File: src/design/lirs_pkg.sv
// ----------------------------------------------------------------------------
// lirs_pkg: shared types and constants
// Request payloads, op codes, controller states and generator constants.
// ----------------------------------------------------------------------------
package lirs_pkg;

  localparam int unsigned ResDepthDefault = 16;
  localparam logic [63:0] GenMult = 64'h2545f4914f6cdd1d;
  localparam logic [63:0] SeedReset = 64'd1;

  typedef enum logic [1:0] {
    OP_RECV  = 2'd0,
    OP_DROP  = 2'd1,
    OP_TICK  = 2'd2,
    OP_CLEAR = 2'd3
  } op_t;

  typedef struct packed {
    logic [1:0]  op;
    logic [63:0] latency;
    logic [31:0] drop_count;
    logic [63:0] now;
  } in_item_t;

  typedef struct packed {
    logic [63:0] elapsed;
    logic [31:0] received_in_bucket;
    logic [63:0] dropped_in_bucket;
    logic [63:0] latency_sum;
    logic [63:0] latency_min;
    logic [63:0] latency_max;
    logic [63:0] sample_value;
    logic        sample_valid;
    logic        last;
    logic [63:0] total_received;
    logic [63:0] total_dropped;
  } out_item_t;

  typedef enum logic [2:0] {
    ST_IDLE,
    ST_DRAW,
    ST_MULT,
    ST_DIV,
    ST_STORE,
    ST_EMIT_RD,
    ST_EMIT
  } state_t;

  // divider control between controller and divider
  typedef struct packed {
    logic start;
    logic busy;
    logic done;
  } div_ctl_t;

  // one xorshift step
  function automatic logic [63:0] xs_step(input logic [63:0] s);
    logic [63:0] x;
    x = s ^ (s >> 12);
    x = x ^ (x << 25);
    x = x ^ (x >> 27);
    return x;
  endfunction

endpackage

File: src/design/lirs_div.sv
// ----------------------------------------------------------------------------
// lirs_div: radix-2 restoring modulo unit
// Computes a 64-bit dividend modulo a 32-bit divisor, one bit per cycle.
// ----------------------------------------------------------------------------
module lirs_div (
  input  logic                  clk,
  input  logic                  rst,
  input  logic                  start,
  input  logic [63:0]           dividend,
  input  logic [31:0]           divisor,
  output lirs_pkg::div_ctl_t    status,
  output logic [31:0]           remainder
);

  logic [63:0] quo;
  logic [32:0] rem;
  logic [31:0] dsr;
  logic [6:0]  count;
  logic        busy;
  logic        done;
  logic [32:0] shifted;
  logic [33:0] diff;

  // shift in next dividend bit and trial subtract
  always_comb begin
    shifted = {rem[31:0], quo[63]};
    diff = {1'b0, shifted} - {2'b00, dsr};
  end

  // iteration
  always_ff @(posedge clk) begin
    if (rst) begin
      busy <= 1'b0;
      done <= 1'b0;
      count <= '0;
    end else begin
      done <= 1'b0;
      if (start) begin
        busy <= 1'b1;
        count <= 7'd64;
      end else if (busy) begin
        count <= count - 7'd1;
        if (count == 7'd1) begin
          busy <= 1'b0;
          done <= 1'b1;
        end
      end
    end
  end

  // datapath
  always_ff @(posedge clk) begin
    if (start) begin
      quo <= dividend;
      rem <= '0;
      dsr <= divisor;
    end else if (busy) begin
      quo <= {quo[62:0], 1'b0};
      rem <= diff[33] ? shifted : diff[32:0];
    end
  end

  assign remainder = rem[31:0];
  assign status = '{start: start, busy: busy, done: done};

  property p_done_after_busy;
    @(posedge clk) disable iff (rst) done |-> $past(busy);
  endproperty
  a_done_after_busy: assert property (p_done_after_busy) else $error("done without busy");

  property p_rem_below_divisor;
    @(posedge clk) disable iff (rst) done |-> (rem < {1'b0, dsr});
  endproperty
  a_rem_below_divisor: assert property (p_rem_below_divisor) else $error("remainder too big");

  property p_no_restart;
    @(posedge clk) disable iff (rst) busy |-> !start;
  endproperty
  a_no_restart: assert property (p_no_restart) else $error("start while busy");

endmodule

File: config.mk
export PLATFORM = sky130hd
export DESIGN_NAME = lirs_div
export DESIGN_NICKNAME = d
export VERILOG_FILES = /design/src/design/lirs_pkg.sv /design/src/design/lirs_div.sv
export SDC_FILE = /design/constraint.sdc
export NUM_CORES = 1
export LEC_CHECK = 0
export ABC_AREA = 1
export BUFFER_PORTS_ARGS = -buffer_cell sky130_fd_sc_hd__buf_2
export CAP_MARGIN = 20
export CORE_MARGIN = 5
export CORE_UTILIZATION = 30
export CTS_BUF_LIST = sky130_fd_sc_hd__clkbuf_4 sky130_fd_sc_hd__clkbuf_8
export DETAILED_ROUTE_END_ITERATION = 16
export PLACE_DENSITY = 0.59
export SETUP_SLACK_MARGIN = 0.2
export SLEW_MARGIN = 20
export SYNTH_ARGS = -nofsm -noshare
export SYNTH_HDL_FRONTEND = slang
export SYNTH_SLANG_ARGS = --single-unit
export TNS_END_PERCENT = 50
File: constraint.sdc
create_clock -name clk -period 4.4 [get_ports clk]
set_input_delay 0.44 -clock clk [delete_from_list [all_inputs] [get_ports clk]]
set_output_delay 0.44 -clock clk [all_outputs]
set_load 0.005 [all_outputs]
==> results of run 1 <==
## sequential cells by signal (all words and copies together), names as in the netlist
signal and cells:
busy 1, count 7, done 1, dsr 32, quo 64, rem 32
## final timing paths
check	startpoint	end	depth (start not counted)
setup reg to reg	rem[21]	rem[12]	12
hold reg to reg	count[6]	done	1
setup / recovery	rem[21]	rem[12]	12
hold / removal	divisor[2]	dsr[2]	1
## layout make-up
cell class	count	area, um^2	share of cell area [%]
multi-input combinational	781	3720	38.2
sequential	137	3700	38.0
clock inverter	15	191	1.96
inverter	187	702	7.20
timing repair buffer	139	726	7.44
tap	378	473	4.85
clock buffer	17	234	2.40
## cell families after synthesis
kind of cell / count (synthesis)
AOI/OAI and AO/OA: 41
xor gates and xnor gates: 16
adders and majority gates: 35
DFF: 137
and+or+nand+nor: 689
buffers and inverters: 219
## through the flow
step / hold slack [ns] / area (um^2) / power (mW)
floorplan: 0.431 / 8300 / 1.75
global placement: 0.468 / 9330 / 1.87
detailed placement: 0.474 / 9330 / 1.88
CTS: 0.120 / 9750 / 2.98
global route: 0.106 / 9750 / 3.10
finish: 0.153 / 9750 / 2.94
## cell usage in the layout (no fill, tap or decap), types with 2 or more instances in the layout
cell | synthesis | final
clkinv_4 | 0 | 2
o21ai_1 | 13 | 13
inv_2 | 5 | 7
nor3_2 | 2 | 2
nand3_1 | 78 | 78
a21oi_1 | 19 | 19
o21ai_0 | 4 | 4
nand4_1 | 9 | 9
buf_4 | 5 | 6
and2_1 | 2 | 2
nor2_1 | 49 | 48
nand2_2 | 7 | 7
nand2_1 | 505 | 505
xor2_1 | 3 | 3
inv_8 | 0 | 6
xnor2_1 | 13 | 13
buf_2 | 3 | 132
inv_1 | 181 | 179
nand3_2 | 7 | 7
nor4_1 | 3 | 3
o21bai_1 | 2 | 2
edfxtp_1 | 96 | 96
dfxtp_1 | 41 | 41
nor2_4 | 2 | 2
nor2_2 | 1 | 2
nor3_1 | 6 | 6
ha_1 | 34 | 34
nand2_4 | 2 | 2
clkbuf_8 | 0 | 17
nand3b_1 | 14 | 14
clkinv_8 | 0 | 5
## layer usage
layer	GRT usage (%)	vias up	part of all wire, %
li1	-	3788	-
met1	17.9	3180	45
met2	24.3	153	48
met3	3.90	24	5.9
met4	2.80	8	0.97
met5	0	-	0.21
## report_power, final
group          internal (mW)  switching [mW]
Clock                  0.446           0.648
Combinational          0.120           0.210
Sequential              1.49          0.0276
==> results.ini, run 1 <==
[critical_path]
critPathSlowestCell=nor2_8
crit_path_frequent_cell=nand2_1
worstSetupStartpointType=flip-flop
path_buf_inv=0
worstPathRequired_ns=4.78
rrSetupSlack_ns=1.85
critPathKind=reg2reg
worst-path-max-fanout=33
crit_family=simple AND/OR/NAND/NOR gates
cp_cell_sequence=ha_1 -> nand2_1 -> nand2_1 -> nand2_1 -> nand3_2 -> a21oi_4 -> nor2_4 -> nor2_8 -> nand2_4 -> nand2_1 -> nand3_1 -> o21ai_1
endpoint_kind=flip-flop
max_stage_delay_ns=0.45
crit_arrival_ns=2.93

[power_and_ir_drop]
p_leak_nw=5.21
peakVddDrop_mv=0.167
power_density_nw_per_um2=301

[sta]
finalSetupViolCount=0
finalSetupTns_ns=0
fin_crit_sh_pct=57.9
max_freq_mhz=393
clock_skew_ns=0.0194
rsz0062_at_grt=no
worstMarginPinSlew_ns=0.765
report.final.slew_viol_count=0
hold_violations=0
period_needed_ns=2.55
max_slew_margin_pct=49.0
setup_slack_ns=1.85

[synth]
synth_top_area_cell=edfxtp_1
synthXorXnorAreaFrac_pct=1.69
postSynthCellCount=1137
synth_compound_area_share_pct=2.74
syn_area_um2=8300
synth-simple-area-share_pct=35.0
synthTopCellsByArea=edfxtp_1 35%, nand2_1 23%, dfxtp_1 9.9%
synth_commonest_cells=505 x nand2_1, 181 x inv_1, 96 x edfxtp_1
synth_top_family_by_area=simple AND/OR/NAND/NOR gates
async_reset_ff_share_pct=0
synth_seq_cells=137
post_synth_mux_area_share_pct=0
avgSynthCellArea_um2=7.30
synth.yosys.warnings=0
synth_nets=1271
seq_area_frac_synth_pct=44.6
synth_edf_count=96
netlist.area_leader.share_pct=34.7
synthAdderAreaFrac_pct=5.36
synthMostInstantiatedCell=nand2_1
synthFlopType=edfxtp_1
synth_cell_types=37

[die]
top_level_ports=134
rows=61
initial_core_util_pct=30.1
die_y_um=176
dieArea_um2=31100
core-area_um2=27600
die_width_um=176

[finish]
layoutNonFillerInstCount=1654
fill_cells=2945
nets=1397
post-route-util_pct=35.4
drive_gt1_share_pct=15.9
diodes=0
area_delta_synth_final_pct=17.4

[place]
io_buffers=133
placedCellCount=1622
dp_hpwl_um=16700
dpl_worst_slack_ns=1.83
gp_congestion=0.957

[clock_tree]
path_clk_slew_ns=0.10
cts_buffers=17
cts_resized=0
clk_latency_ns=0.47
tritoncts=built
cts.htree.levels=4
cts-root-buf=clkbuf_8
cts.sinks=137
cts.path.max_buffers=2
holdBufCountCts=0
postCtsSetupRepairBufs=0

[status]
run_status=finished, final reports clean

[routing]
dr_total_vias=7153
drt_iter0_markers=364
routed_via_density=4.32
drcViolationCount=0
routed_wl_um=21700
first_pass_iters=6
ant_nets=0
wire_per_inst_um=13.1

[global_route]
grt_pass1_vias=6902
gr-total-overflow=0
antenna_found_initial=4
grt_max_degree=75
groute.usage.overall_pct=14.1
grt_pass1_wl_um=35200

[hold_path]
min_path_type=in2reg

[flow_run]
cap_violations=0

Note: power is estimated with default switching activity, not from simulation.
==> run 2, diff against run 1 <==
--- a/config.mk
+++ b/config.mk
@@ -12,7 +12,7 @@
 export CORE_UTILIZATION = 30
 export CTS_BUF_LIST = sky130_fd_sc_hd__clkbuf_4 sky130_fd_sc_hd__clkbuf_8
 export DETAILED_ROUTE_END_ITERATION = 16
-export PLACE_DENSITY = 0.59
+export PLACE_DENSITY = 0.6
 export SETUP_SLACK_MARGIN = 0.2
 export SLEW_MARGIN = 20
 export SYNTH_ARGS = -nofsm -noshare
==> constraint.sdc (replaced) <==
create_clock -name clk -period 2.25 [get_ports clk]
set_input_delay 0.225 -clock clk [delete_from_list [all_inputs] [get_ports clk]]
set_output_delay 0.225 -clock clk [all_outputs]
set_load 0.005 [all_outputs]
==> results.ini, run 2 (same netlist as run 1, synthesis figures left out) <==
[place]
dpl_worst_slack_ns=0.0209  ; -1.81 ns
io_buffers=133  ; unchanged
dp_hpwl_um=17600  ; +5.4%
gp_congestion=0.927  ; -3.1%

[die]
die_y_um=176  ; unchanged
rows=61  ; unchanged
initial_core_util_pct=30.1  ; unchanged
dieArea_um2=31100  ; unchanged
die_width_um=176  ; unchanged
core-area_um2=27600  ; unchanged
top_level_ports=134  ; unchanged

[power_and_ir_drop]
p_leak_nw=5.80  ; +11%
peakVddDrop_mv=0.353  ; +110%
power_density_nw_per_um2=522  ; +73%

[finish]
final_cell_mix=463 x nand2_1, 153 x inv_1, 132 x buf_2
drive_gt1_share_pct=27.4  ; +11 points
area_delta_synth_final_pct=38.7
regMostFlops=quo
largest_reg_flops=64  ; unchanged
nets=1499  ; +7.3%
largest_registers=quo: 64 flops, dsr: 32 flops, rem: 32 flops
layout_commonest_cell=nand2_1

[critical_path]
endpoint=rem[9]
worstSetupStartpointType=flip-flop
rrSetupSlack_ns=0.23  ; -1.63 ns
r2r_start=dsr[6]
worst-path-max-fanout=7  ; -79%
startpoint=dsr[6]
endpoint_kind=flip-flop
crit_arrival_ns=2.41  ; -0.52 ns
r2r_cells=14  ; +2
critPathKind=reg2reg
rr_endpoint=rem[9]
worstPathRequired_ns=2.64  ; -2.14 ns

[global_route]
grt_max_degree=83  ; +11%
groute.usage.overall_pct=15.9  ; +1.8 points
grt_pass1_wl_um=39500  ; +12%
grt_pass1_vias=7758  ; +12%
gr-total-overflow=0  ; unchanged
antenna_found_initial=2  ; -2

[routing]
routed_via_density=4.41  ; +1.9%
dr_total_vias=7747  ; +8.3%
wire_per_inst_um=14.1  ; +7.0%
routed_wl_um=24700  ; +14%
drt_iter0_markers=423  ; +16%
ant_nets=0  ; unchanged
first_pass_iters=5  ; -1
drcViolationCount=0  ; unchanged

[sta]
report.final.slew_viol_count=0  ; unchanged
hold_violations=0  ; unchanged
rsz0062_at_grt=yes
period_needed_ns=2.02  ; -0.523 ns
fin_crit_sh_pct=90.0  ; +32 points
finalSetupTns_ns=0  ; unchanged
finalSetupViolCount=0  ; unchanged
worstMarginPinSlew_ns=0.636  ; -0.129 ns
clock_skew_ns=0.0223  ; +0.00285 ns
max_slew_margin_pct=57.6  ; +8.6 points
max_freq_mhz=494  ; +26%
setup_slack_ns=0.226  ; -1.63 ns

[clock_tree]
cts_buffers=17  ; unchanged
cts-root-buf=clkbuf_8
cts.htree.levels=4  ; unchanged
path_clk_slew_ns=0.12  ; +0.02 ns
cts.path.max_buffers=2  ; unchanged
clk_latency_ns=0.48  ; about the same
cts.sinks=137  ; unchanged
tritoncts=built

[status]
run_status=finished, final reports clean

[flow_run]
cap_violations=0  ; unchanged

[hold_path]
min_path_type=in2reg

run 2: critical path, cell delays in order (launching register included):
cell      delay [ns]
edfxtp_1        0.36
inv_2           0.05
ha_4            0.29
nand2_2         0.09
nor2_4          0.15
nand3_2         0.10
nand3_4         0.12
nand2_4         0.06
nand2_4         0.09
nand2_8         0.09
buf_12          0.13
buf_12          0.12
nand3_1         0.11
nand3_1         0.10
o21ai_1         0.09
run 2: stage by stage:
stage          power (mW)  util (%)  hold slack (ns)  cell area (um^2)  std cells
5_1_grt              6.32      41.8          0.00880             11500       1758
3_5_place_dp         3.70      34.7            0.403              9550       1642
4_1_cts              6.05      40.5          0.00143             11200       1750
3_3_place_gp         3.69      34.7            0.399              9550       1642
6_report             6.01      41.8           0.0297             11500       1758
2_1_floorplan        3.43         -            0.294              8310       1137
run 2: final cells by class:
cell class                 count  area (um^2)
sequential                   137         3710
timing repair buffer         241         1820
antenna                        2         5.00
multi-input combinational    781         4370
clock inverter                15          196
fill                        2795        16000
clock buffer                  17          234
tap                          378          473
inverter                     187          702
run 2: where the power goes:
| group | total (mW) | internal (mW) | switching [mW] | leakage [nW] |
|---|---|---|---|---|
| Clock | 2.16 | 0.867 | 1.29 | 0.214 |
| Combinational | 0.883 | 0.391 | 0.492 | 4.28 |
| Sequential | 2.97 | 2.91 | 0.0611 | 1.31 |
run 2: routing by layer:
metal	vias up	part of all wire (%)	global-route usage, %
li1	4010	-	-
met1	3522	45	20.6
met2	184	48	27.0
met3	31	4.9	3.51
met4	0	1.9	4.29
met5	-	0	0
run 2: timing repair:
action,4_1_cts,5_1_grt
gates resized for setup,78,86
endpoints found under the setup margin,32,32
hold buffers,57,0
pin swaps,14,19
hold endpoints to repair,57,0
setup buffers,17,5
gates cloned,2,1
run 2: worst min path at each step:
stage / startpoint / end / cells after the start
2_1_floorplan: rst / busy / 1
3_3_place_gp: rst / busy / 2
3_5_place_dp: divisor[30] / dsr[30] / 1
4_1_cts: dividend[34] / quo[34] / 3
5_1_grt: dividend[4] / quo[4] / 3
6_report: dividend[55] / quo[55] / 3
==> run 3, diff against run 2 <==
--- a/config.mk
+++ b/config.mk
@@ -12,8 +12,9 @@
 export CORE_UTILIZATION = 30
 export CTS_BUF_LIST = sky130_fd_sc_hd__clkbuf_4 sky130_fd_sc_hd__clkbuf_8
 export DETAILED_ROUTE_END_ITERATION = 16
-export PLACE_DENSITY = 0.6
+export PLACE_DENSITY = 0.49
 export SETUP_SLACK_MARGIN = 0.2
+export SKIP_CTS_REPAIR_TIMING = 1
 export SLEW_MARGIN = 20
 export SYNTH_ARGS = -nofsm -noshare
 export SYNTH_HDL_FRONTEND = slang
==> constraint.sdc (replaced) <==
create_clock -name clk -period 2.2 [get_ports clk]
set_input_delay 0.22 -clock clk [delete_from_list [all_inputs] [get_ports clk]]
set_output_delay 0.22 -clock clk [all_outputs]
set_load 0.005 [all_outputs]
==> results.ini, run 3 (same netlist as run 1, synthesis figures left out) <==
[die]
initial_core_util_pct=30.1  ; unchanged
dieArea_um2=31100  ; unchanged
die_width_um=176  ; unchanged
top_level_ports=134  ; unchanged
die_y_um=176  ; unchanged
rows=61  ; unchanged
core-area_um2=27600  ; unchanged

[sta]
rsz0062_at_grt=yes
worstMarginPinSlew_ns=0.691  ; +0.0548 ns
clock_skew_ns=0.0231  ; +0.000818 ns
hold_violations=0  ; unchanged
period_needed_ns=2.11  ; +0.0858 ns
max_freq_mhz=474  ; -4.1%
max_slew_margin_pct=54.0  ; -3.7 points
report.final.slew_viol_count=0  ; unchanged
fin_crit_sh_pct=95.9  ; +5.9 points
setup_slack_ns=0.0897  ; -0.136 ns
finalSetupViolCount=0  ; unchanged

[place]
placedCellCount=1649  ; +0.43%
dpl-instance-area_um2=9620  ; +0.68%
dpl_worst_slack_ns=-0.0602  ; -0.0812 ns
dp_hpwl_um=17900  ; +1.6%
gp_congestion=0.921  ; -0.66%
io_buffers=133  ; unchanged

[global_route]
groute.usage.overall_pct=15.3  ; -0.67 points
antenna_found_initial=3  ; +1
grt_pass1_wl_um=37400  ; -5.3%
gr-total-overflow=0  ; unchanged
grt_pass1_vias=7245  ; -6.6%
grt_max_degree=70  ; -16%

[finish]
finalInstanceArea_um2=11400  ; -1.3%
post-route-util_pct=41.3  ; -0.55 points
area_delta_synth_final_pct=36.9
layoutNonFillerInstCount=1739  ; -1.1%
nets=1481  ; -1.2%
drive_gt1_share_pct=27.3  ; -0.079 points
regMostFlops=quo
final_cell_mix=454 x nand2_1, 171 x inv_1, 132 x buf_2
layout_commonest_cell=nand2_1
largest_reg_flops=64  ; unchanged
largest_registers=quo: 64 flops, dsr: 32 flops, rem: 32 flops

[critical_path]
crit_arrival_ns=2.51  ; +0.10 ns
crit_family=simple AND/OR/NAND/NOR gates
critPathKind=reg2reg
endpoint_kind=flip-flop
worstPathRequired_ns=2.60  ; -0.04 ns
cp_cell_sequence=inv_2 -> ha_4 -> nand2_2 -> nand2_2 -> nand2_1 -> nand3_2 -> a21oi_4 -> nor2_4 -> nor2_8 -> nand2_8 -> clkbuf_16 -> nand2_1 -> nand3_1 -> nand2_1
worstSetupStartpointType=flip-flop
path_buf_inv=2  ; -1
max_stage_delay_ns=0.39  ; +0.03 ns
crit_path_frequent_cell=nand2_1
worst-path-max-fanout=6  ; -1
critPathSlowestCell=edfxtp_1

[clock_tree]
clk_latency_ns=0.47  ; about the same
cts.path.max_buffers=2  ; unchanged
cts.sinks=137  ; unchanged
cts_buffers=17  ; unchanged
tritoncts=built
cts.htree.levels=4  ; unchanged
path_clk_slew_ns=0.09  ; -0.03 ns
cts-root-buf=clkbuf_8

[routing]
drcViolationCount=0  ; unchanged
ant_nets=0  ; unchanged
dr_total_vias=7595  ; -2.0%
routed_wl_um=25100  ; +1.6%
first_pass_iters=5  ; unchanged
routed_via_density=4.37  ; -0.89%
wire_per_inst_um=14.4  ; +2.7%
drt_iter0_markers=401  ; -5.2%

[status]
run_status=finished, final reports clean

[power_and_ir_drop]
peakVddDrop_mv=0.372  ; +5.4%
power_density_nw_per_um2=533  ; +2.2%
p_leak_nw=5.80  ; about the same

[hold_path]
min_path_type=in2reg

[flow_run]
cap_violations=0  ; unchanged

[run 3: changes by cell type in the layout (fill, tap and decap cells not counted), moves of 4 or more]
cell,change
ha_1,+4
dfxtp_2,-5
dlygate4sd3_1,-15
dfxtp_1,+5
clkinv_8,-7
inv_8,-4
inv_2,-18
clkbuf_16,+5
nand2_2,+4
nand2_4,+6
inv_1,+18
nand3_2,+17
nand2_1,-9
nand3_1,-16
[run 3: layout make-up]
| cell class | count | area [um^2] |
|---|---|---|
| clock inverter | 12 | 118 |
| antenna | 1 | 2.50 |
| tap | 378 | 473 |
| inverter | 187 | 702 |
| timing repair buffer | 223 | 1670 |
| sequential | 137 | 3710 |
| clock buffer | 20 | 263 |
| multi-input combinational | 781 | 4430 |
| fill | 2894 | 16200 |
[run 3: worst paths after layout]
| path | slack (ns) | depth (start not counted) | start | end |
|---|---|---|---|---|
| hold / removal | 0.02 | 3 | dividend[37] | quo[37] |
| hold reg to reg | 0.49 | 2 | rem[19] | rem[19] |
| setup reg to reg | 0.09 | 14 | dsr[22] | rem[22] |
| setup / recovery | 0.09 | 14 | dsr[22] | rem[22] |
[run 3: per-stage QoR]
stage | setup TNS (ns) | power (mW) | hold WS (ns)
global route | 0 | 6.37 | 0.000496
CTS | -0.335 | 5.97 | -0.109
global placement | 0 | 3.80 | 0.394
detailed placement | -0.156 | 3.81 | 0.398
finish | 0 | 6.06 | 0.0154
floorplan | 0 | 3.50 | 0.289
[run 3: where the power goes]
part	leakage, nW	internal [mW]	switching, mW
sequential	1.30	2.97	0.0590
clock	0.189	0.968	1.17
combinational	4.31	0.379	0.510
[run 3: layer usage]
layer  GRT usage (%)  vias to the layer above  wire, um
met5               0                        -        27
met2            25.7                      145     12200
met1            19.3                     3460     11200
li1                -                     3958         -
met4            4.09                        4       374
met3            4.39                       28      1260
[run 3: worst register-to-register path, cell delays in order, from the launching register on]
cell,delay [ns]
edfxtp_1,0.39
inv_2,0.08
ha_4,0.22
nand2_2,0.07
nand2_2,0.06
nand2_1,0.07
nand3_2,0.09
a21oi_4,0.18
nor2_4,0.08
nor2_8,0.27
nand2_8,0.15
clkbuf_16,0.20
nand2_1,0.07
nand3_1,0.06
nand2_1,0.08
