## config.mk

```make
export PLATFORM = sky130hd
export DESIGN_NAME = lirs_mem
export DESIGN_NICKNAME = d
export VERILOG_FILES = /design/src/design/lirs_pkg.sv /design/src/design/lirs_mem.sv
export SDC_FILE = /design/constraint.sdc
export NUM_CORES = 1
export LEC_CHECK = 0
export ABC_CLOCK_PERIOD_IN_PS = 19850
export BUFFER_PORTS_ARGS = -buffer_cell sky130_fd_sc_hd__buf_2
export CORE_ASPECT_RATIO = 1.2
export CORE_MARGIN = 10
export CORE_UTILIZATION = 25
export CTS_CLUSTER_SIZE = 40
export DETAILED_ROUTE_END_ITERATION = 8
export SLEW_MARGIN = 20
export SYNTH_ARGS = -nofsm -noshare
export SYNTH_HDL_FRONTEND = slang
export SYNTH_SLANG_ARGS = --single-unit
```

## constraint.sdc

```tcl
create_clock -name clk -period 19.85 [get_ports clk]
set_clock_uncertainty 0.2 [all_clocks]
set_input_delay 2.9775 -clock clk [delete_from_list [all_inputs] [get_ports clk]]
set_output_delay 2.9775 -clock clk [all_outputs]
set_load 0.02 [all_outputs]
```

## src/design/lirs_pkg.sv

```systemverilog
// ----------------------------------------------------------------------------
// lirs_pkg: shared types and constants
// Request payloads, op codes, controller states and generator constants.
// ----------------------------------------------------------------------------
package lirs_pkg;

  localparam int unsigned ResDepthDefault = 16;
  localparam logic [63:0] GenMult = 64'h2545f4914f6cdd1d;
  localparam logic [63:0] SeedReset = 64'd1;

  typedef enum logic [1:0] {
    OP_RECV  = 2'd0,
    OP_DROP  = 2'd1,
    OP_TICK  = 2'd2,
    OP_CLEAR = 2'd3
  } op_t;

  typedef struct packed {
    logic [1:0]  op;
    logic [63:0] latency;
    logic [31:0] drop_count;
    logic [63:0] now;
  } in_item_t;

  typedef struct packed {
    logic [63:0] elapsed;
    logic [31:0] received_in_bucket;
    logic [63:0] dropped_in_bucket;
    logic [63:0] latency_sum;
    logic [63:0] latency_min;
    logic [63:0] latency_max;
    logic [63:0] sample_value;
    logic        sample_valid;
    logic        last;
    logic [63:0] total_received;
    logic [63:0] total_dropped;
  } out_item_t;

  typedef enum logic [2:0] {
    ST_IDLE,
    ST_DRAW,
    ST_MULT,
    ST_DIV,
    ST_STORE,
    ST_EMIT_RD,
    ST_EMIT
  } state_t;

  // divider control between controller and divider
  typedef struct packed {
    logic start;
    logic busy;
    logic done;
  } div_ctl_t;

  // one xorshift step
  function automatic logic [63:0] xs_step(input logic [63:0] s);
    logic [63:0] x;
    x = s ^ (s >> 12);
    x = x ^ (x << 25);
    x = x ^ (x >> 27);
    return x;
  endfunction

endpackage

```

## src/design/lirs_mem.sv

```systemverilog
// ----------------------------------------------------------------------------
// lirs_mem: reservoir storage
// Synchronous memory, one write port and one registered read port.
// ----------------------------------------------------------------------------
module lirs_mem #(
  parameter int unsigned Depth = lirs_pkg::ResDepthDefault,
  localparam int unsigned AddrW = (Depth > 1) ? $clog2(Depth) : 1
) (
  input  logic             clk,
  input  logic             we,
  input  logic [AddrW-1:0] waddr,
  input  logic [63:0]      wdata,
  input  logic [AddrW-1:0] raddr,
  output logic [63:0]      rdata
);

  logic [63:0] mem [Depth];

  // write port
  always_ff @(posedge clk) begin
    if (we) begin
      mem[waddr] <= wdata;
    end
  end

  // read port
  always_ff @(posedge clk) begin
    rdata <= mem[raddr];
  end

endmodule

```

==> Flow_metrics.wiki, run 1 <==
{| class="wikitable"
! Metric !! Value
|-
| Result of the run || finished clean
|-
| Design Power || roughly 4800 uW
|-
| Global-route wire length before repair || ~140000 um
|-
| Count of buffers added by post-CTS timing repair for setup || 0
|-
| CTS sink cnt || roughly 1100
|-
| Setup repair after global routing missed its margin || false
|-
| Worst hold path type || reg2reg
|-
| Final Cycle Share || between 20% and 30%
|-
| Total global-route track usage || between 10% and 20%
|-
| Starting DRT DRC Count || roughly 1600
|-
| Syn avg cell area || about 24 um2
|-
| Cell types with the largest area share after synthesis || sky130_fd_sc_hd__edfxtp_1 (78%), sky130_fd_sc_hd__mux4_2 (15%), sky130_fd_sc_hd__dfxtp_1 (3.2%)
|-
| H-tree depth || 3
|-
| Routed vias || between 15000 and 20000
|-
| Leak pwr || 0.01446 uW
|-
| Final hold violations || 0
|-
| Count of endpoints failing setup in the final report || 0
|-
| Std-Cell Rows || about 160
|-
| CP endpoint kind || flop
|-
| Layout cell share with drive strength beyond 1 || approximately 31%
|-
| Instance count after placement with tap cells included || 3826
|-
| Area after detailed placement || 42840 um2
|-
| Pin count of the biggest net entering global routing || 87
|-
| Max-slew violation total from the final report || 0
|-
| Buffers added on ports || between 100 and 150
|-
| Final core area utilization || approximately 30%
|-
| Data arrival at the endpoint of the critical path || slightly above 6 ns
|-
| Die height || ~460 um
|-
| Total half-perimeter wirelength after legalization and detailed placement || between 50000 and 60000 um
|-
| Clock Latency Late Sink || ~0.70 ns
|-
| DRC violation count after routing || 0
|-
| Final worst path period need || roughly 5.8 ns
|-
| 1st-pass router iterations || 5
|-
| Number of maximum-capacitance constraint violations || 0
|-
| Effective utilization at floorplan || about a quarter
|-
| Flip-flop and latch count after synthesis || about 1100
|-
| Post-Syn Area || between 30000 and 40000 um2
|-
| Number of gates given a new drive strength after cts || 0
|-
| Start-to-end type of the worst setup path || in2reg
|-
| Type of origin of the critical path || primary input
|-
| Fmax || 0.1721 GHz
|-
| Detailed-route vias per instance || around 4.4
|-
| Share of synthesized flip-flops with an asynchronous set or reset || 0%
|-
| Register clock-pin slew on the reported worst setup and hold paths || about 0.06 ns
|-
| Number of global-route vias before repair || about 19000
|-
| Number of antenna violations at the first check in global routing || 37
|-
| Finished Layout Cells || 4034
|-
| Synth area leader || sky130_fd_sc_hd__edfxtp_1
|-
| Final net count || ~1900
|-
| Tightest Pin Transition || roughly 1.1 ns
|-
| Layout filler cell count || ~15000
|-
| Count of yosys warnings during synthesis || 0
|-
| Post-synthesis to final-layout area growth || 17.26%
|-
| I/O pins || roughly 140
|-
| Max Fanout on Critical Path || a little over 70
|-
| Sum of negative setup slack || 0 ns
|-
| Pwr Density || roughly 100 nW/um2
|-
| Antenna viol nets, final || 0
|-
| Longest Clk Path Bufs || 3
|-
| CTS Buf Count || around 110
|-
| Worst endpoint required time || 20.21 ns
|-
| Clock tree from TritonCTS || done
|-
| Global route total overflow || 0
|-
| GP Congestion || about 0.68
|-
| Synthesized net count || 1721
|-
| Unique cell type count in the Yosys netlist || 18
|-
| Post-Syn Instances || about 1600
|-
| Root Buffer Master || sky130_fd_sc_hd__clkbuf_16
|-
| Die area || 174700 um2
|-
| Portion of synthesized cell area occupied by the leading cell type || between 70% and 80%
|-
| Peak VDD IR || about 0.065 mV
|-
| Fraction of the yosys area taken by sequential cells || a little over 80%
|-
| Remaining max-slew budget at the tightest pin || between 20% and 30%
|-
| Total of hold buffers inserted after clock tree synthesis || 0
|-
| Die Wd || 383.2 um
|-
| Routed Wire Length || about 100000 um
|-
| Avg WL per Cell || between 20 and 25 um
|-
| Summed area of non-filler cells in the final layout || 46410 um2
|-
| Core area || approximately 160000 um2
|-
| Number of enable flip-flop cells after synthesis || 1024
|-
| Dominant synthesized flop cell || sky130_fd_sc_hd__edfxtp_1
|}
==> sequential cells by signal, summed over array words and instances, names as in the netlist <==
| name | flops |
|---|---|
| mem | 1024 |
| rdata | 64 |
==> metrics by stage <==
step / worst slack [ns] / hold slack (ns)
after floorplan: 11.24 / 0.4349
after global placement: 13.01 / 0.4469
after detailed placement: 12.97 / 0.4503
after CTS: 13.73 / 0.4627
after global routing: 13.64 / 0.4849
final: 14.04 / 0.4603
==> path summary, 6_finish.rpt <==
path	start	cells past startpoint	slack [ns]	to
setup / recovery	raddr[1]	6	14.04	rdata[28]$_DFF_P_
hold / removal	mem[14][37]$_DFFE_PP_	3	0.46	rdata[37]$_DFF_P_
setup reg to reg	mem[3][15]$_DFFE_PP_	3	18.16	rdata[15]$_DFF_P_
hold reg to reg	mem[14][37]$_DFFE_PP_	3	0.46	rdata[37]$_DFF_P_
==> power by group <==
group | switching [uW] | leakage [uW] | internal (uW) | total, uW
registers | 23.0 | 0.00979 | 2570 | 2590
clock network | 855 | 0.00171 | 1150 | 2010
logic | 148 | 0.00296 | 88.8 | 237
total | 1030 | 0.0145 | 3810 | 4840
==> cells in the final DEF, fill, tap and decap left out, types with 3 or more instances in the layout <==
master                      count
sky130_fd_sc_hd__diode_2       12
sky130_fd_sc_hd__inv_16         3
sky130_fd_sc_hd__buf_4         33
sky130_fd_sc_hd__mux4_2       256
sky130_fd_sc_hd__dfxtp_1       64
sky130_fd_sc_hd__bufinv_16     10
sky130_fd_sc_hd__a22oi_1      128
sky130_fd_sc_hd__nor2_4        13
sky130_fd_sc_hd__nor3_2         4
sky130_fd_sc_hd__clkinv_1      16
sky130_fd_sc_hd__edfxtp_1    1024
sky130_fd_sc_hd__clkinv_2      18
sky130_fd_sc_hd__nand2_1       65
sky130_fd_sc_hd__clkbuf_8       7
sky130_fd_sc_hd__clkbuf_1      23
sky130_fd_sc_hd__buf_2        135
sky130_fd_sc_hd__clkbuf_16    107
==> cell type report <==
| type | count | area [um2] | area share, % |
|---|---|---|---|
| flip-flops and latches | 1088 | 32030 | 69.01 |
| well taps | 2093 | 2619 | 5.642 |
| diodes | 12 | 30.03 | 0.06470 |
| clock buffers | 137 | 2860 | 6.163 |
| multi-input cells | 475 | 7234 | 15.59 |
| clock inverters | 57 | 629.4 | 1.356 |
| repair buffers | 172 | 1008 | 2.173 |
==> synth_stat cells (all sizes together) (2+ instances only) <==
cell and count:
a22oi 128, nor3 4, nor2 13, mux4 256, clkbuf 36, nand3b 2
buf 48, nand2b 2, edfxtp 1024, nor2b 2, nand2 65, dfxtp 64
==> worst max-delay path: stages <==
cell                      delay (ns)
sky130_fd_sc_hd__buf_8          0.37
sky130_fd_sc_hd__buf_4          0.82
sky130_fd_sc_hd__buf_4          0.93
sky130_fd_sc_hd__mux4_2         0.41
sky130_fd_sc_hd__a22oi_1        0.26
sky130_fd_sc_hd__nand2_1        0.19
==> routing by layer <==
metal  routed length (um)  global-route usage (%)  up-vias
li1                     -                       -     7460
met2                48590                   18.18      550
met5                  190                       0        -
met3                 6597                   2.686      169
met1                40500                   14.02     9640
met4                 2047                   2.786       28
==> logic make-up (layout without fill, tap and decap cells) <==
kind of cell | after synthesis | in the layout | share of synthesized area [%]
AO/OA/AOI/OAI | 128 | 128 | 2.428
buffers and inverters | 84 | 366 | 1.141
flip-flops | 1088 | 1088 | 80.92
multiplexers | 256 | 256 | 14.57
other | 0 | 12 | 0
AND/OR/NAND/NOR | 91 | 91 | 0.9420
No activity file was read; power rests on OpenSTA's default activity.
==> run 2: changes to the inputs <==
--- a/config.mk
+++ b/config.mk
@@ -5,7 +5,7 @@
 export SDC_FILE = /design/constraint.sdc
 export NUM_CORES = 1
 export LEC_CHECK = 0
-export ABC_CLOCK_PERIOD_IN_PS = 19850
+export ABC_CLOCK_PERIOD_IN_PS = 5760
 export BUFFER_PORTS_ARGS = -buffer_cell sky130_fd_sc_hd__buf_2
 export CORE_ASPECT_RATIO = 1.2
 export CORE_MARGIN = 10
==> constraint.sdc (replaced) <==
create_clock -name clk -period 5.76 [get_ports clk]
set_clock_uncertainty 0.2 [all_clocks]
set_input_delay 0.864 -clock clk [delete_from_list [all_inputs] [get_ports clk]]
set_output_delay 0.864 -clock clk [all_outputs]
set_load 0.02 [all_outputs]
==> run 2 against run 1 <==
  * Clock-buffer cell count decreased by 6
  * Global-route usage decreased by 0.35 points
  * Setup slack got worse by 11 ns
  * Die area unchanged
  * Critical path depth is 2 lower
  * Clock power grew to 3.4 times the previous value
  * Cell count about the same
  * Total power grew to 3.4 times the previous value
  * Worst hold slack worse by 0.12 ns
==> Flow_metrics.wiki, run 2 (same netlist as run 1, synthesis figures left out) <==
{| class="wikitable"
! Metric !! Value
|-
| Global route total overflow || 0
|-
| Number of global-route vias before repair || between 15000 and 20000
|-
| Std-Cell Rows || about 160
|-
| Peak VDD IR || 0.2443 mV
|-
| Length in cells of the worst reg-to-reg path || 3
|-
| Start-to-end type of the worst setup path || in2reg
|-
| Total of hold buffers inserted after clock tree synthesis || 0
|-
| H-tree depth || 3
|-
| Commonest non-fill, non-tap cells in the layout || sky130_fd_sc_hd__edfxtp_1 (1024), sky130_fd_sc_hd__mux4_2 (256), sky130_fd_sc_hd__buf_2 (135)
|-
| Count of endpoints failing setup in the final report || 0
|-
| Clock Latency Late Sink || around 0.69 ns
|-
| Area occupied by registers || 32030 um2
|-
| Startpoint of the tightest hold check path || wdata[23]
|-
| Flip-flop count of the largest register, all copies and words added || ~1000
|-
| Met2 track utilization from global routing || between 10% and 20%
|-
| Register with the most flip-flops || mem
|-
| Hold path depth || 1
|-
| Layout filler cell count || between 15000 and 20000
|-
| Switching part of the total || 21.05%
|-
| Delay of the slowest cell on the worst path || between 0.8 and 0.9 ns
|-
| Hold Crit Endpoint || mem[10][23]$_DFFE_PP_
|-
| DRC violation count after routing || 0
|-
| Pin count of the biggest net entering global routing || between 90 and 100
|-
| Die Wd || between 300 and 400 um
|-
| Final hold violations || 0
|-
| 1st-pass router iterations || 7
|-
| Routed vias || approximately 18000
|-
| Pwr Density || 355.8 nW/um2
|-
| Post-route worst setup slack || between 2 and 3 ns
|-
| Tightest Pin Transition || roughly 1.1 ns
|-
| Effective utilization at floorplan || between 20 and 30%
|-
| Detailed-route vias per instance || 4.411
|-
| Type of origin of the critical path || primary input
|-
| Final core area utilization || slightly below 30%
|-
| Die height || between 400 and 500 um
|-
| Design Power || roughly 17000 uW
|-
| Max-slew violation total from the final report || 0
|-
| Place WS || 2.195 ns
|-
| Most congested layer reported by global routing || met2
|-
| Number of gates given a new drive strength after cts || 0
|-
| Core area || ~160000 um2
|-
| Die area || 174700 um2
|-
| Commonest non-fill, non-tap cell in the layout || sky130_fd_sc_hd__edfxtp_1
|-
| Remaining max-slew budget at the tightest pin || 28.80%
|-
| Routed Wire Length || approximately 94000 um
|-
| Avg WL per Cell || 23.23 um
|-
| Global-route wire length before repair || around 140000 um
|-
| Max Fanout on Critical Path || 27
|-
| Fmax || roughly 0.35 GHz
|-
| Power share of the combinational group || ~5.0%
|-
| Setup repair after global routing missed its margin || false
|-
| Met3 track demand over resource in global routing || under 10%
|-
| Total global-route track usage || about a tenth
|-
| Met1 capacity usage during global routing || a little over an eighth
|-
| Buffers added on ports || between 100 and 150
|-
| Worst hold path type || in2reg
|-
| Setup slack of the worst register-to-register path || 4.09 ns
|-
| Number of antenna violations at the first check in global routing || 43
|-
| Number of maximum-capacitance constraint violations || 0
|-
| Crit path cell chain || buf_2 -> nand3b_1 -> nor2_4 -> buf_4
|-
| Cell Int Power || 13080 uW
|-
| Layout cell share with drive strength beyond 1 || approximately a third
|-
| Clock tree from TritonCTS || done
|-
| Antenna viol nets, final || 0
|-
| Final Cycle Share || 49.02%
|-
| Final worst path period need || 2.823 ns
|-
| Data arrival at the endpoint of the critical path || roughly 2.9 ns
|-
| Total half-perimeter wirelength after legalization and detailed placement || ~53000 um
|-
| Starting DRT DRC Count || roughly 1600
|-
| Capturing point of the worst reg2reg path || rdata[20]$_DFF_P_
|-
| CTS Buf Count || 99
|-
| Sequential share of power || between 50% and 60%
|-
| Root Buffer Master || sky130_fd_sc_hd__clkbuf_16
|-
| Longest Clk Path Bufs || 3
|-
| Delay-heaviest family, CP || simple AND/OR/NAND/NOR gates
|-
| Post-synthesis to final-layout area growth || 17.65%
|-
| NetSw || 3488 uW
|-
| FF-to-FF Start || mem[11][20]$_DFFE_PP_
|-
| Count of buffers added by post-CTS timing repair for setup || 0
|-
| Leak pwr || 0.01453 uW
|-
| CTS sink cnt || approximately 1100
|-
| Register clock-pin slew on the reported worst setup and hold paths || about 0.060 ns
|-
| Area of the multi-input gates || 7259 um2
|-
| Result of the run || finished clean
|-
| GP Congestion || between 0.7 and 0.8
|-
| Worst endpoint required time || about 5.9 ns
|-
| Final net count || about 1900
|-
| Sum of negative setup slack || 0 ns
|-
| CP endpoint kind || flop
|-
| Clock network fraction of design power || 41.1%
|-
| I/O pins || 138
|-
| Largest registers || mem x1024, rdata x64
|-
| Worst-path cell with the longest stage delay || sky130_fd_sc_hd__nor2_4
|-
| Buffers and inverters on the worst path || 2
|}
run 2: power by group through the flow:
stage	sequential, uW	combinational (uW)	clock [uW]
after floorplan	9130	422	0
after global placement	9090	831	0
after detailed placement	9090	851	0
after CTS	8930	853	6990
after global routing	8930	902	7270
final	8920	834	6820
run 2: area by class of cell:
class	count	area share (%)
antenna	6	0.03224
clock buffer	131	5.976
clock inverter	56	1.368
multi-input combinational	475	15.59
sequential	1088	68.78
tap	2093	5.624
timing repair buffer	184	2.628
run 2: worst max-delay path by stage:
stage	startpoint	endpoint	slack (ns)	cells after the start
global placement	waddr[3]	mem[4][56]$_DFFE_PP_	2.22	4
floorplan	waddr[2]	mem[1][0]$_DFFE_PP_	1.00	2
CTS	waddr[2]	mem[10][35]$_DFFE_PP_	2.93	4
finish	waddr[2]	mem[10][35]$_DFFE_PP_	2.94	4
global route	waddr[3]	mem[4][3]$_DFFE_PP_	2.83	4
detailed placement	waddr[2]	mem[10][33]$_DFFE_PP_	2.20	4
run 2: through the flow:
stage | std cells | area (um2) | hold WS [ns]
final | 4033 | 46570 | 0.3422
after global routing | 4028 | 46550 | 0.3200
after CTS | 4025 | 46500 | 0.2917
after detailed placement | 3838 | 43080 | 0.4622
after global placement | 3838 | 43080 | 0.4565
after floorplan | 1647 | 39600 | 0.4349
run 2: per-layer routing:
metal,routed length [um],share of wire [%]
met1,37350,40
met2,46560,50
met3,7237,7.7
met4,2278,2.4
met5,244,0.26
==> run 3: changes to the inputs <==
--- a/config.mk
+++ b/config.mk
@@ -5,7 +5,8 @@
 export SDC_FILE = /design/constraint.sdc
 export NUM_CORES = 1
 export LEC_CHECK = 0
-export ABC_CLOCK_PERIOD_IN_PS = 5760
+export ABC_AREA = 1
+export ABC_CLOCK_PERIOD_IN_PS = 2700
 export BUFFER_PORTS_ARGS = -buffer_cell sky130_fd_sc_hd__buf_2
 export CORE_ASPECT_RATIO = 1.2
 export CORE_MARGIN = 10
==> constraint.sdc (replaced) <==
create_clock -name clk -period 2.7 [get_ports clk]
set_clock_uncertainty 0.2 [all_clocks]
set_input_delay 0.405 -clock clk [delete_from_list [all_inputs] [get_ports clk]]
set_output_delay 0.405 -clock clk [all_outputs]
set_load 0.02 [all_outputs]
==> run 3 against run 2 <==
  * Critical path depth fell by 3
  * Via count increased by 66%
  * Setup slack lost 2.4 ns
  * Final area rose by 15%
  * First-iteration DRC count grew 59%
  * Highest routed layer unchanged
  * Sequential cell count stayed put
  * Global-route usage grew 1.2 points
  * Cell count grew 72%
  * Clock power is 130% higher
  * Clock-buffer cell count rose by 2
  * Sequential power rose by 110%
  * Largest power group unchanged
  * Area after synthesis rose by 14%
==> Flow_metrics.wiki, run 3 <==
{| class="wikitable"
! Metric !! Value
|-
| Antenna viol nets, final || 0
|-
| Final core area utilization || between 20 and 30%
|-
| Result of the run || finished clean
|-
| Routed Wire Length || between 100000 and 150000 um
|-
| Met3 track demand over resource in global routing || 2.423%
|-
| Setup repair after global routing missed its margin || false
|-
| Register clock-pin slew on the reported worst setup and hold paths || 0.06 ns
|-
| Sum of negative setup slack || 0 ns
|-
| Final Cycle Share || 80.37%
|-
| Max-slew violation total from the final report || 0
|-
| H-tree depth || 3
|-
| Number of gates given a new drive strength after cts || 0
|-
| CTS sink cnt || 1088
|-
| Crit path cell chain || buf_2
|-
| Clock tree from TritonCTS || done
|-
| Final worst path period need || around 2.2 ns
|-
| Type of origin of the critical path || flop
|-
| Std-Cell Rows || 171
|-
| Detailed-route vias per instance || around 4.2
|-
| Die height || a little under 500 um
|-
| Routed vias || roughly 30000
|-
| Post-Syn Instances || approximately 4200
|-
| Core area || about 180000 um2
|-
| CP endpoint kind || primary output
|-
| Met2 track utilization from global routing || between 10% and 20%
|-
| Worst endpoint required time || 2.10 ns
|-
| Most frequent cell after synthesis || sky130_fd_sc_hd__nand2_1
|-
| Final hold violations || 0
|-
| Pin count of the biggest net entering global routing || ~110
|-
| Number of maximum-capacitance constraint violations || 0
|-
| Buffers and inverters on the worst path || 1
|-
| Fmax || approximately 0.46 GHz
|-
| DRC violation count after routing || 0
|-
| Syn avg cell area || about 11 um2
|-
| Max Fanout on Critical Path || 1
|-
| Synth area leader || sky130_fd_sc_hd__edfxtp_1
|-
| Number of global-route vias before repair || around 28000
|-
| Starting DRT DRC Count || ~2500
|-
| Final net count || roughly 4500
|-
| Cell types with the highest counts after synthesis || sky130_fd_sc_hd__nand2_1 (1349), sky130_fd_sc_hd__edfxtp_1 (1024), sky130_fd_sc_hd__inv_1 (771)
|-
| Post-Syn Area || about 45000 um2
|-
| Dominant synthesized flop cell || sky130_fd_sc_hd__edfxtp_1
|-
| Portion of synthesized cell area occupied by the leading cell type || about two thirds
|-
| Data arrival at the endpoint of the critical path || ~1.6 ns
|-
| Area occupied by registers || 32030 um2
|-
| GP Congestion || ~0.76
|-
| Worst hold path type || in2reg
|-
| Register with the most flip-flops || mem
|-
| Flip-flop and latch count after synthesis || 1088
|-
| Layout cell share with drive strength beyond 1 || between 9 and 10%
|-
| Share of synthesized flip-flops with an asynchronous set or reset || 0%
|-
| Post-synthesis to final-layout area growth || 18.62%
|-
| Count of endpoints failing setup in the final report || 0
|-
| Root Buffer Master || sky130_fd_sc_hd__clkbuf_16
|-
| Tightest Pin Transition || 0.6903 ns
|-
| Remaining max-slew budget at the tightest pin || a little over half
|-
| Peak VDD IR || ~0.75 mV
|-
| Delay of the slowest cell on the worst path || a little under 0.6 ns
|-
| Worst-path cell with the longest stage delay || sky130_fd_sc_hd__dfxtp_1
|-
| 1st-pass router iterations || 5
|-
| Count of buffers added by post-CTS timing repair for setup || 0
|-
| Delay-heaviest family, CP || flip-flops
|-
| Count of yosys warnings during synthesis || 0
|-
| Commonest non-fill, non-tap cell in the layout || sky130_fd_sc_hd__nand2_1
|-
| Number of antenna violations at the first check in global routing || 24
|-
| Fraction of the yosys area taken by sequential cells || between 70% and 80%
|-
| Layout filler cell count || around 18000
|-
| Pwr Density || slightly below 700 nW/um2
|-
| Commonest non-fill, non-tap cells in the layout || sky130_fd_sc_hd__nand2_1 (1349), sky130_fd_sc_hd__edfxtp_1 (1024), sky130_fd_sc_hd__inv_1 (770)
|-
| Most congested layer reported by global routing || met2
|-
| Clock Latency Late Sink || 0.72 ns
|-
| Unique cell type count in the Yosys netlist || 15
|-
| Longest Clk Path Bufs || 3
|-
| Cell types with the largest area share after synthesis || sky130_fd_sc_hd__edfxtp_1 (68%), sky130_fd_sc_hd__nand2_1 (11%), sky130_fd_sc_hd__nand3_1 (8.5%)
|-
| Global-route wire length before repair || 180700 um
|-
| Area of the multi-input gates || slightly above 9000 um2
|-
| Number of enable flip-flop cells after synthesis || slightly above 1000
|-
| Avg WL per Cell || roughly 17 um
|-
| Global route total overflow || 0
|-
| Die area || 198600 um2
|-
| Total half-perimeter wirelength after legalization and detailed placement || between 70000 and 80000 um
|-
| Effective utilization at floorplan || around 25%
|-
| Die Wd || about 410 um
|-
| Met1 capacity usage during global routing || 15.85%
|-
| Leak pwr || roughly 0.022 uW
|-
| Start-to-end type of the worst setup path || reg2out
|-
| Total of hold buffers inserted after clock tree synthesis || 66
|-
| Synthesized net count || ~4300
|-
| Total global-route track usage || roughly an eighth
|-
| I/O pins || 138
|-
| Largest registers || mem x1024, rdata x64
|-
| CTS Buf Count || 112
|-
| Flip-flop count of the largest register, all copies and words added || a little over 1000
|-
| Buffers added on ports || ~140
|}
## run 3: changes by cell type after synthesis, moves of 10 or more
cell,change
sky130_fd_sc_hd__mux4_2,-256
sky130_fd_sc_hd__a22oi_1,-128
sky130_fd_sc_hd__buf_4,+10
sky130_fd_sc_hd__nand2_1,+1284
sky130_fd_sc_hd__inv_1,+771
sky130_fd_sc_hd__buf_2,+103
sky130_fd_sc_hd__clkbuf_1,-15
sky130_fd_sc_hd__nand3_1,+768
sky130_fd_sc_hd__buf_6,+33
## run 3: final cells by class
cell class / count / share of cell area, %
sequential: 1088 / 59.63
multi-input combinational: 2137 / 16.96
tap: 2422 / 5.641
clock buffer: 133 / 5.495
inverter: 774 / 5.467
timing repair buffer: 310 / 5.220
clock inverter: 80 / 1.563
antenna: 5 / 0.02329
## run 3: logic make-up (layout without fill, tap and decap cells)
family,Yosys count,after routing,share of synthesized area (%)
DFF,1088,1088,70.73
and+or+nand+nor,2137,2137,19.85
other,0,5,0
buffers and inverters,985,1297,9.416
## run 3: worst paths after layout
check,start,endpoint,slack (ns),cells after the start
max,rdata[55]$_DFF_P_,rdata[55],0.53,1
max reg2reg,mem[8][49]$_DFFE_PP_,rdata[49]$_DFF_P_,1.42,6
min,raddr[3],rdata[43]$_DFF_P_,0.06,4
min reg2reg,mem[7][33]$_DFFE_PP_,rdata[33]$_DFF_P_,0.45,6
## run 3: routing by layer
layer  routed length (um)  vias up
met3                 8248      206
met5                  100        -
met2                55750      966
li1                     -    14050
met1                53270    14220
met4                 2801       18
## run 3: power breakdown
part           leakage, uW  total [uW]  internal, uW  switching (uW)
registers          0.00979       19100         18900             179
logic               0.0106        2520           743            1770
clock network      0.00186       15800          9110            6660
## run 3: through the flow
stage | area (um2) | total power, uW | cells | hold WS [ns] | setup slack, ns
5_1_grt | 53710 | 38670 | 6945 | 0.03213 | 0.4359
6_report | 53720 | 37340 | 6949 | 0.06229 | 0.5301
2_1_floorplan | 45330 | 20750 | 4210 | 0.3039 | -0.2793
3_3_place_gp | 49250 | 21860 | 6665 | 0.4380 | 0.4510
4_1_cts | 53700 | 37700 | 6944 | 0.006274 | 0.4891
3_5_place_dp | 49250 | 21890 | 6665 | 0.4417 | 0.4226
